--- src/rgasm_pkg.sv ---
// Shared types and constants for the RDS group assembler.
package rgasm_pkg;

  localparam int unsigned ERR_BIT     = 7;
  localparam int unsigned VERSION_BIT = 3;

  localparam logic [2:0] CODE_A       = 3'd0;
  localparam logic [2:0] CODE_B       = 3'd1;
  localparam logic [2:0] CODE_C       = 3'd2;
  localparam logic [2:0] CODE_D       = 3'd3;
  localparam logic [2:0] CODE_C_PRIME = 3'd4;
  localparam logic [2:0] CODE_E0      = 3'd5;
  localparam logic [2:0] CODE_E1      = 3'd6;
  localparam logic [2:0] CODE_BAD     = 3'd7;

  localparam logic [2:0] NO_BLOCK        = 3'd7;
  localparam logic [2:0] NUM_BLOCKS      = 3'd4;
  localparam logic [2:0] TYPE_MIN_BLOCKS = 3'd2;

  typedef enum logic [1:0] {
    ST_WAITING = 2'd0,
    ST_OK      = 2'd1,
    ST_INVALID = 2'd2
  } grp_status_t;

  typedef enum logic [1:0] {
    CMD_CLEAR   = 2'd0,
    CMD_INVALID = 2'd1,
    CMD_IGNORE  = 2'd2,
    CMD_BLOCK   = 2'd3
  } cmd_kind_t;

  typedef struct packed {
    cmd_kind_t   kind;
    logic [1:0]  code;
    logic [15:0] word;
  } cmd_t;

  typedef struct packed {
    grp_status_t group_status;
    logic [2:0]  blocks_held;
    logic        type_valid;
    logic [3:0]  group_type;
    logic        is_type_a;
    logic        is_type_b;
    logic [15:0] word_a;
    logic [15:0] word_b;
    logic [15:0] word_c;
    logic [15:0] word_d;
  } result_t;

endpackage

--- src/rgasm_front.sv ---
// Front end: classifies each incoming word into a group command.
module rgasm_front import rgasm_pkg::*; (
  input  logic       req_type,
  input  logic [7:0] low_byte,
  input  logic [7:0] high_byte,
  input  logic [7:0] status_byte,
  output cmd_t       cmd
);

  logic [2:0] code;

  assign code = status_byte[2:0];

  always_comb begin
    cmd.kind = CMD_IGNORE;
    cmd.code = 2'd0;
    cmd.word = {high_byte, low_byte};
    if (req_type) begin
      cmd.kind = CMD_CLEAR;
    end else if (status_byte[ERR_BIT]) begin
      cmd.kind = CMD_INVALID;
    end else begin
      case (code) inside
        CODE_A, CODE_B, CODE_C, CODE_D: begin
          cmd.kind = CMD_BLOCK;
          cmd.code = code[1:0];
        end
        CODE_C_PRIME: begin
          cmd.kind = CMD_BLOCK;
          cmd.code = CODE_C[1:0];
        end
        CODE_E0, CODE_E1: begin
          cmd.kind = CMD_IGNORE;
        end
        CODE_BAD: begin
          cmd.kind = CMD_INVALID;
        end
        default: begin
          cmd.kind = CMD_IGNORE;
        end
      endcase
    end
  end

endmodule

--- src/rgasm_cmd_fifo.sv ---
// Two-entry command queue between the front end and the group back end.
module rgasm_cmd_fifo import rgasm_pkg::*; (
  input  logic clk,
  input  logic rst_n,
  input  logic wr_en,
  input  cmd_t wr_cmd,
  output logic full,
  input  logic rd_en,
  output cmd_t rd_cmd,
  output logic rd_valid
);

  cmd_t       mem_r [2];
  logic       wr_ptr_r;
  logic       rd_ptr_r;
  logic [1:0] cnt_r;
  logic [1:0] cnt_nxt;
  logic       do_wr;
  logic       do_rd;

  assign full     = (cnt_r == 2'd2);
  assign rd_valid = (cnt_r != 2'd0);
  assign do_wr    = wr_en && !full;
  assign do_rd    = rd_en && rd_valid;
  assign rd_cmd   = mem_r[rd_ptr_r];

  always_comb begin
    cnt_nxt = cnt_r;
    if (do_wr && !do_rd) begin
      cnt_nxt = cnt_r + 2'd1;
    end else if (do_rd && !do_wr) begin
      cnt_nxt = cnt_r - 2'd1;
    end
  end

  always_ff @(posedge clk) begin
    if (!rst_n) begin
      wr_ptr_r <= 1'b0;
      rd_ptr_r <= 1'b0;
      cnt_r    <= 2'd0;
    end else begin
      if (do_wr) begin
        wr_ptr_r <= !wr_ptr_r;
      end
      if (do_rd) begin
        rd_ptr_r <= !rd_ptr_r;
      end
      cnt_r <= cnt_nxt;
    end
  end

  always_ff @(posedge clk) begin
    if (do_wr) begin
      mem_r[wr_ptr_r] <= wr_cmd;
    end
  end

endmodule

--- src/rgasm_back.sv ---
// Back end: applies commands to the group state and queues the results.
module rgasm_back import rgasm_pkg::*; (
  input  logic    clk,
  input  logic    rst_n,
  input  cmd_t    cmd,
  input  logic    cmd_valid,
  output logic    cmd_take,
  output result_t res,
  output logic    res_empty,
  input  logic    res_pop
);

  logic [15:0] words_r   [4];
  logic [15:0] words_nxt [4];
  logic [2:0]  blk_cnt_r;
  logic [2:0]  blk_cnt_nxt;
  logic [2:0]  prev_r;
  logic [2:0]  prev_nxt;
  grp_status_t st_r;
  grp_status_t st_nxt;
  logic [7:0]  b_high;
  logic        tv;
  result_t     res_nxt;

  result_t     oq_mem_r [2];
  logic        oq_wr_r;
  logic        oq_rd_r;
  logic [1:0]  oq_cnt_r;
  logic [1:0]  oq_cnt_nxt;
  logic        oq_pop;

  assign cmd_take = cmd_valid && (oq_cnt_r != 2'd2);

  always_comb begin
    words_nxt   = words_r;
    blk_cnt_nxt = blk_cnt_r;
    prev_nxt    = prev_r;
    st_nxt      = st_r;
    if (cmd_take) begin
      case (cmd.kind)
        CMD_CLEAR: begin
          blk_cnt_nxt = 3'd0;
          prev_nxt    = NO_BLOCK;
          st_nxt      = ST_WAITING;
        end
        CMD_INVALID: begin
          st_nxt = ST_INVALID;
        end
        CMD_BLOCK: begin
          if ({1'b0, cmd.code} == prev_r) begin
            st_nxt = st_r;
          end else if ((blk_cnt_r == 3'd0) && (cmd.code != CODE_A[1:0])) begin
            st_nxt = st_r;
          end else if ({1'b0, cmd.code} != blk_cnt_r) begin
            st_nxt = ST_INVALID;
          end else begin
            words_nxt[cmd.code] = cmd.word;
            blk_cnt_nxt         = blk_cnt_r + 3'd1;
            prev_nxt            = {1'b0, cmd.code};
            if (blk_cnt_r == (NUM_BLOCKS - 3'd1)) begin
              st_nxt = ST_OK;
            end
          end
        end
        default: begin
          st_nxt = st_r;
        end
      endcase
    end
  end

  assign tv     = (blk_cnt_nxt >= TYPE_MIN_BLOCKS);
  assign b_high = words_nxt[1][15:8];

  always_comb begin
    res_nxt.group_status = st_nxt;
    res_nxt.blocks_held  = blk_cnt_nxt;
    res_nxt.type_valid   = tv;
    res_nxt.group_type   = tv ? b_high[7:4] : 4'd0;
    res_nxt.is_type_a    = tv && !b_high[VERSION_BIT];
    res_nxt.is_type_b    = tv && b_high[VERSION_BIT];
    res_nxt.word_a       = (blk_cnt_nxt > 3'd0) ? words_nxt[0] : 16'd0;
    res_nxt.word_b       = (blk_cnt_nxt > 3'd1) ? words_nxt[1] : 16'd0;
    res_nxt.word_c       = (blk_cnt_nxt > 3'd2) ? words_nxt[2] : 16'd0;
    res_nxt.word_d       = (blk_cnt_nxt > 3'd3) ? words_nxt[3] : 16'd0;
  end

  always_ff @(posedge clk) begin
    if (!rst_n) begin
      blk_cnt_r <= 3'd0;
      prev_r    <= NO_BLOCK;
      st_r      <= ST_WAITING;
    end else begin
      blk_cnt_r <= blk_cnt_nxt;
      prev_r    <= prev_nxt;
      st_r      <= st_nxt;
    end
  end

  always_ff @(posedge clk) begin
    words_r <= words_nxt;
  end

  assign res_empty = (oq_cnt_r == 2'd0);
  assign oq_pop    = res_pop && !res_empty;
  assign res       = oq_mem_r[oq_rd_r];

  always_comb begin
    oq_cnt_nxt = oq_cnt_r;
    if (cmd_take && !oq_pop) begin
      oq_cnt_nxt = oq_cnt_r + 2'd1;
    end else if (oq_pop && !cmd_take) begin
      oq_cnt_nxt = oq_cnt_r - 2'd1;
    end
  end

  always_ff @(posedge clk) begin
    if (!rst_n) begin
      oq_wr_r  <= 1'b0;
      oq_rd_r  <= 1'b0;
      oq_cnt_r <= 2'd0;
    end else begin
      if (cmd_take) begin
        oq_wr_r <= !oq_wr_r;
      end
      if (oq_pop) begin
        oq_rd_r <= !oq_rd_r;
      end
      oq_cnt_r <= oq_cnt_nxt;
    end
  end

  always_ff @(posedge clk) begin
    if (cmd_take) begin
      oq_mem_r[oq_wr_r] <= res_nxt;
    end
  end

endmodule

--- src/rds_group_assembler_top.sv ---
// Top level of the RDS group assembler: front end, command queue and back end.
//
//   Channel   Handshake        Payload
//   input     push / full      in_req_type, in_low_byte, in_high_byte, in_status_byte
//   result    pop / empty      out_group_status .. out_word_d
//
// One word is taken per cycle while full is low; its result passes through the command queue and then
// the result queue before it can be popped. The two queues only absorb stalls; with pop held high one
// word per cycle is sustained. Reset is synchronous and clears both queues and the group state at once.
// full rises when the command queue holds two words, which can only start while
// the result queue is full.
module rds_group_assembler_top import rgasm_pkg::*; (
  input  logic        clk,
  input  logic        rst_n,
  input  logic        push,
  output logic        full,
  input  logic        in_req_type,
  input  logic [7:0]  in_low_byte,
  input  logic [7:0]  in_high_byte,
  input  logic [7:0]  in_status_byte,
  output logic        empty,
  input  logic        pop,
  output logic [1:0]  out_group_status,
  output logic [2:0]  out_blocks_held,
  output logic        out_type_valid,
  output logic [3:0]  out_group_type,
  output logic        out_is_type_a,
  output logic        out_is_type_b,
  output logic [15:0] out_word_a,
  output logic [15:0] out_word_b,
  output logic [15:0] out_word_c,
  output logic [15:0] out_word_d
);

  cmd_t    front_cmd;
  cmd_t    q_cmd;
  logic    q_valid;
  logic    q_take;
  result_t res;

  rgasm_front u_front (
    .req_type    (in_req_type),
    .low_byte    (in_low_byte),
    .high_byte   (in_high_byte),
    .status_byte (in_status_byte),
    .cmd         (front_cmd)
  );

  rgasm_cmd_fifo u_cmd_fifo (
    .clk      (clk),
    .rst_n    (rst_n),
    .wr_en    (push),
    .wr_cmd   (front_cmd),
    .full     (full),
    .rd_en    (q_take),
    .rd_cmd   (q_cmd),
    .rd_valid (q_valid)
  );

  rgasm_back u_back (
    .clk       (clk),
    .rst_n     (rst_n),
    .cmd       (q_cmd),
    .cmd_valid (q_valid),
    .cmd_take  (q_take),
    .res       (res),
    .res_empty (empty),
    .res_pop   (pop)
  );

  assign out_group_status = res.group_status;
  assign out_blocks_held  = res.blocks_held;
  assign out_type_valid   = res.type_valid;
  assign out_group_type   = res.group_type;
  assign out_is_type_a    = res.is_type_a;
  assign out_is_type_b    = res.is_type_b;
  assign out_word_a       = res.word_a;
  assign out_word_b       = res.word_b;
  assign out_word_c       = res.word_c;
  assign out_word_d       = res.word_d;

endmodule

--- config.mk ---
export PLATFORM = sky130hd
export DESIGN_NAME = rds_group_assembler_top
export DESIGN_NICKNAME = d
export VERILOG_FILES = /design/src/rgasm_pkg.sv /design/src/rgasm_front.sv /design/src/rgasm_cmd_fifo.sv /design/src/rgasm_back.sv /design/src/rds_group_assembler_top.sv
export SDC_FILE = /design/constraint.sdc
export NUM_CORES = 1
export LEC_CHECK = 0
export BUFFER_PORTS_ARGS = -buffer_cell sky130_fd_sc_hd__buf_2
export CAP_MARGIN = 15
export CORE_MARGIN = 2
export CORE_UTILIZATION = 45
export DETAILED_ROUTE_END_ITERATION = 10
export PLACE_DENSITY = 0.64
export SLEW_MARGIN = 20
export SYNTH_ARGS = -nofsm -noshare
export SYNTH_HDL_FRONTEND = slang
export SYNTH_SLANG_ARGS = --single-unit
--- constraint.sdc ---
create_clock -name clk -period 12.76 [get_ports clk]
set_input_delay 1.914 -clock clk [delete_from_list [all_inputs] [get_ports clk]]
set_output_delay 1.914 -clock clk [all_outputs]
set_load 0.05 [all_outputs]
== Yosys cells after proc, flatten, opt, wreduce, memory -nomap -nowiden ==
Memory sizes are Yosys's and may differ from the RTL's. A register that Yosys moved wholly into a read port is not among the register bits.
Cells that the tools add are included.

* Register bits after elaboration: 80
* Memory bits (writable): 192
* Bits of input ports: 29
* Output and inout bits: 78
* Logic and storage cells: 130
* Memories: 2

* Add/sub/neg operators: 5
* $lt $le $gt $ge: 7
* Eq/ne operators: 17
* Muxes and demuxes: 50
* Bitwise operators: 1
* Reductions and logical operators: 35

{| class="wikitable"
|+ Memories
! memory !! depth !! width !! read ports !! clocked after Yosys merged registers in !! write ports !! line !! text
|-
| u_back.oq_mem_r || 2 || 76 || 1 || 1 || 1 || rgasm_back.sv:25 || <nowiki>result_t oq_mem_r [2];</nowiki>
|-
| u_cmd_fifo.mem_r || 2 || 20 || 1 || 1 || 1 || rgasm_cmd_fifo.sv:13 || <nowiki>cmd_t mem_r [2];</nowiki>
|}

{| class="wikitable"
|+ Operators by type and width
! cell !! number
|-
| $mux W64 || 5
|-
| $mux W16 || 5
|-
| $bwmux W64 || 1
|-
| $mux W2 || 19
|-
| $demux W16 S2 || 1
|-
| $mux W3 || 7
|-
| $eq A3 B3 Y1 const B || 4
|-
| $logic_and A1 B1 Y1 || 12
|-
| $pmux W3 S2 || 2
|-
| $logic_not A1 Y1 || 11
|-
| $reduce_bool A2 Y1 || 5
|-
| $eq A3 B2 Y1 const B || 3
|-
| $mux W1 || 8
|-
| $ne A2 B2 Y1 const B || 4
|-
| $gt A3 B1 Y1 const B || 2
|-
| $gt A3 B2 Y1 const B || 2
|-
| $logic_not A3 Y1 || 2
|-
| $pmux W2 S3 || 1
|-
| $reduce_and A5 Y1 || 1
|-
| $add A2 B1 Y2 const B || 2
|-
| $eq A2 B2 Y1 const B || 2
|-
| $logic_not A2 Y1 || 2
|-
| $mux W4 || 1
|-
| $reduce_or A4 Y1 || 1
|-
| other kinds (11) || 12
|}

== Logic depth before layout (Yosys ltp) ==
* Depth after elaboration: 13
* Gate-level depth with buffers: 12
* Gate-level depth less buffers: 9

== Hierarchy ==
From an unflattened synthesis, not the netlist that was laid out.

* Cell total of the unflattened synthesis: 709
* Area total of the unflattened synthesis: 11225.8 µm²

{| class="wikitable"
|+ By module, submodules not included
! module !! instances !! cells an instance !! area each (µm²) !! seq. area each (µm²)
|-
| rgasm_back || 1 || 598 || 9369.0 || 6105.9
|-
| rgasm_cmd_fifo || 1 || 87 || 1672.9 || 1301.2
|-
| rgasm_front || 1 || 24 || 183.9 || 0.0
|}

== Least setup slack after synthesis ==
OpenSTA, ideal clock, no wires.

* Path kind: register to register
* From: register u_back.oq_cnt_r[0]
* To: memory u_back.oq_mem_r[0][0] (netlist name), enable pin
* Library setup time: 0.501 ns
* Arrival time: 3.868 ns
* Data required time: 12.259 ns
* Slack: 8.392 ns
* Stages on the path, launching flop included: 5
* Path buffers: 1
* Clock period less this slack: 4.368 ns
* Cell sequence: dfxtp_1 -> nor2b_1 -> or2_2 -> clkbuf_1 -> nor2_1

* Word-level cells in the longest chain between the ends: 4

{| class="wikitable"
|+ RTL lines
! what !! line !! text
|-
| from (decl) || rgasm_back.sv:28 || <nowiki>logic [1:0] oq_cnt_r;</nowiki>
|-
| from (signal assigned) || rgasm_back.sv:129 || <nowiki>oq_cnt_r <= oq_cnt_nxt;</nowiki>
|-
| $ne A2 B2 Y1 || rgasm_back.sv:32 || <nowiki>assign cmd_take = cmd_valid && (oq_cnt_r != 2'd2);</nowiki>
|-
| $logic_and A1 B1 Y1 || rgasm_back.sv:32 ||
|-
| $mux W1 || rgasm_back.sv:134 || <nowiki>if (cmd_take) begin</nowiki>
|-
| $mux W1 (not written as such) || rgasm_back.sv:135 || <nowiki>oq_mem_r[oq_wr_r] <= res_nxt;</nowiki>
|-
| to (decl) || rgasm_back.sv:25 ||
|}

Every way passes these cells.

==> impl_metrics.yaml <==
drt:
  wl_um: 20400
  drcViolationCount: 0
  post_drt_wl_per_cell_um: 18.1
  vias_per_cell: 5.34
  vias: 6001
  ant_nets: 0
  firstDrtPassIters: 5
  drtIter0Drc: 309
yosys:
  syn-cell-area_um2: 10200
  yosysTopAreaCellShare_pct: 53.4
  syn-num-nets: 756
  seq_area_frac_synth_pct: 69.4
  synth_edf_count: 182
  yosysWarnings: 0
  yosysTopAreaCell: "edfxtp_1"
  async_reset_ff_share_pct: 0
  synth_area_leaders: "edfxtp_1, dfxtp_1, mux2_2"
  synthFlopType: "edfxtp_1"
  postSynthCellCount: 718
  ys_seq_elements: 264
  syn_area_per_cell_um2: 14.3
  ys_types: 55
clock_network:
  clk_path_buf_depth: 3
  cts_sinks: 264
  cts-root-buf: "clkbuf_16"
  cts_made_buffers: 26
  cts_resized: 0
  ctsHoldBuffers: 0
  clk_pin_slew_ns: 0.06
  clk-insertion-delay-late_ns: 0.51
  post_cts_buffers: 0
  cts_max_level: 1
  cts_tree: "yes"
global_routing:
  grt_pass1_wl_um: 31800
  overflow: 0
  grt_max_degree: 72
  antenna_found_initial: 0
  first_global_vias: 6078
  grtUsageTotal_pct: 17.0
worst_setup_path:
  r2r_slack_ns: 8.91
  required_ns: 10.85
  rr_endpoint: "u_back.oq_mem_r[0][7]$_DFFE_PP_"
  critPathArrivalTime_ns: 2.22
  end_kind: "output port"
  crit_chain: "mux2_2 -> buf_2"
  cp_max_fo: 71
  critPathLaunchType: "flop"
  crit_path_max_incr_delay_ns: 0.94
  critical_path_class: "flop to output port"
  slowest_stage: "dfxtp_4"
  rr_worst_depth: 6
final_layout:
  drive_gt1_share_pct: 29.6
  fill_cells: 1824
  post-route-util_pct: 52.9
  instances_no_fill: 1124
  fin_nets: 857
  diodes: 0
  area_growth_pct: 16.3
floorplan:
  start_util_pct: 45.5
  design.die.area_um2: 24000
  die_w_um: 155
  pin_count: 107
  die_h_um: 155
  fp-row-count: 55
  core_area_um2: 22500
hold_path:
  min_from: "u_back.words_r[36]$_DFF_P_"
  hold_end: "u_back.words_r[36]$_DFF_P_"
  hold_depth: 2
  min_path_type: "flop to flop"
sta:
  rsz0062_at_grt: "false"
  setup_violations: 0
  hold_ws_ns: 0.456
  fin_crit_ns: 4.13
  tightest_slew_ns: 1.06
  fin_crit_sh_pct: 32.4
  final_hold_viol_count: 0
  drv_slew: 0
  finalSetupTns_ns: 0
  fmax_mhz: 242
  finClkSkew_ns: 0.00627
  timing.slew.headroom_pct: 27.6
power:
  p_leak_nw: 4.32
  finalPower_mw: 3.30
  powerDensity_nw_per_um2: 277
  irDropWorstVdd_mv: 0.155
place:
  numPortBuffers: 102
  dp_hpwl_um: 13000
  dp_cells: 1076
  gp_congestion: 0.797
run:
  max_cap_viol_count: 0
run_status:
  status: "finished, final reports clean"
-- cell usage after synthesis (all sizes together), types with 3 or more instances --
cell type	instances
a211oi	34
a21boi	17
a21oi	52
buf	20
clkbuf	20
dfxtp	82
edfxtp	182
ha	9
inv	16
mux2	71
mux2i	22
nand2	22
nor2	72
nor2b	17
nor3	4
nor4	3
o211ai	3
o21ai	21
or3	6
xnor2	5
xor2	7
-- worst max path at each step --
stage                                         start                          endpoint  slack (ns)  cells after the start
floorplan           u_back.oq_cnt_r[0]$_SDFFE_PN0P_   u_back.oq_mem_r[0][0]$_DFFE_PP_        8.39                      4
global placement                               flop   u_back.oq_mem_r[0][7]$_DFFE_PP_        8.63                      6
detailed placement                             flop  u_back.oq_mem_r[0][51]$_DFFE_PP_        8.50                      9
CTS                                            flop  u_back.oq_mem_r[0][51]$_DFFE_PP_        8.45                      9
global route                                   flop                     out_word_c[1]        8.49                      2
finish                                         flop                     out_word_b[1]        8.63                      2
-- cell type report --
class / count / area (um2) / area share, %
clock buffers: 31 / 711 / 5.97
flip-flops and latches: 264 / 7110 / 59.7
repair buffers: 113 / 593 / 4.98
multi-input cells: 398 / 2920 / 24.5
inverters: 16 / 60.1 / 0.504
well taps: 285 / 357 / 2.99
clock inverters: 17 / 158 / 1.32
-- layout by cell type (no fill, tap or decap), types with 2 or more instances in the layout --
| cell | n |
|---|---|
| xnor2_1 | 5 |
| mux2i_2 | 2 |
| a31oi_1 | 2 |
| buf_2 | 102 |
| nand2_1 | 22 |
| a31o_2 | 2 |
| clkbuf_16 | 27 |
| bufinv_16 | 3 |
| ha_1 | 9 |
| edfxtp_1 | 182 |
| nor4b_1 | 2 |
| o211ai_1 | 2 |
| dfxtp_1 | 80 |
| nor3_1 | 4 |
| clkbuf_8 | 2 |
| a211o_1 | 2 |
| nor2_1 | 71 |
| a211oi_1 | 33 |
| mux2_2 | 71 |
| and3_1 | 2 |
| clkinv_1 | 4 |
| buf_4 | 11 |
| a21o_1 | 2 |
| nor2b_1 | 17 |
| inv_1 | 15 |
| o21ai_0 | 21 |
| a21boi_1 | 16 |
| a21oi_1 | 52 |
| or3_1 | 6 |
| xor2_1 | 7 |
| mux2i_1 | 20 |
| clkinv_2 | 9 |
| clkbuf_1 | 2 |
-- sequential cells by signal (all words and copies together) (netlist names), named ones only --
register / count
u_back.oq_mem_r: 142
u_cmd_fifo.rd_ptr_r: 1
u_cmd_fifo.mem_r: 40
u_back.words_r: 64
u_cmd_fifo.cnt_r: 2
u_back.oq_cnt_r: 2
u_back.prev_r: 3
u_back.oq_wr_r: 1
u_back.blk_cnt_r: 3
u_cmd_fifo.wr_ptr_r: 1
u_back.oq_rd_r: 1
u_back.st_r: 2
-- routing by layer --
| layer | routed length, um | up-vias | track usage [%] |
|---|---|---|---|
| met3 | 1250 | 33 | 3.53 |
| met4 | 434 | 0 | 4.67 |
| met1 | 8540 | 2915 | 21.5 |
| li1 | - | 2878 | - |
| met5 | 0 | - | 0 |
| met2 | 10100 | 175 | 29.8 |
-- where the power goes --
part | switching (mW) | internal, mW | total (mW) | leakage [nW]
registers | 0.103 | 1.20 | 1.30 | 2.40
logic | 0.902 | 0.332 | 1.23 | 1.49
clock network | 0.305 | 0.456 | 0.761 | 0.433
-- through the flow --
| stage | worst slack [ns] | cell area [um2] |
|---|---|---|
| 2_1_floorplan | 8.39 | 10200 |
| 6_report | 8.63 | 11900 |
| 3_3_place_gp | 8.63 | 11000 |
| 5_1_grt | 8.49 | 11900 |
| 4_1_cts | 8.45 | 11900 |
| 3_5_place_dp | 8.50 | 11000 |
-- worst max-delay path: cells and delay by family, from the launching register on --
kind / cells / cell delay [ns]
buffers and inverters: 1 / 0.22
DFF: 1 / 0.94
muxes: 1 / 0.45
-- logic make-up after synthesis --
logic type,Yosys count,share of synthesized area (%)
buffers and inverters,56,2.43
AO/OA/AOI/OAI,149,9.95
multiplexers,93,10.0
adder cells (fa/ha/maj),9,1.10
flip-flops,264,69.4
XOR/XNOR,12,1.03
AND/OR/NAND/NOR,135,6.07
Note: power is estimated with default switching activity, not from simulation.
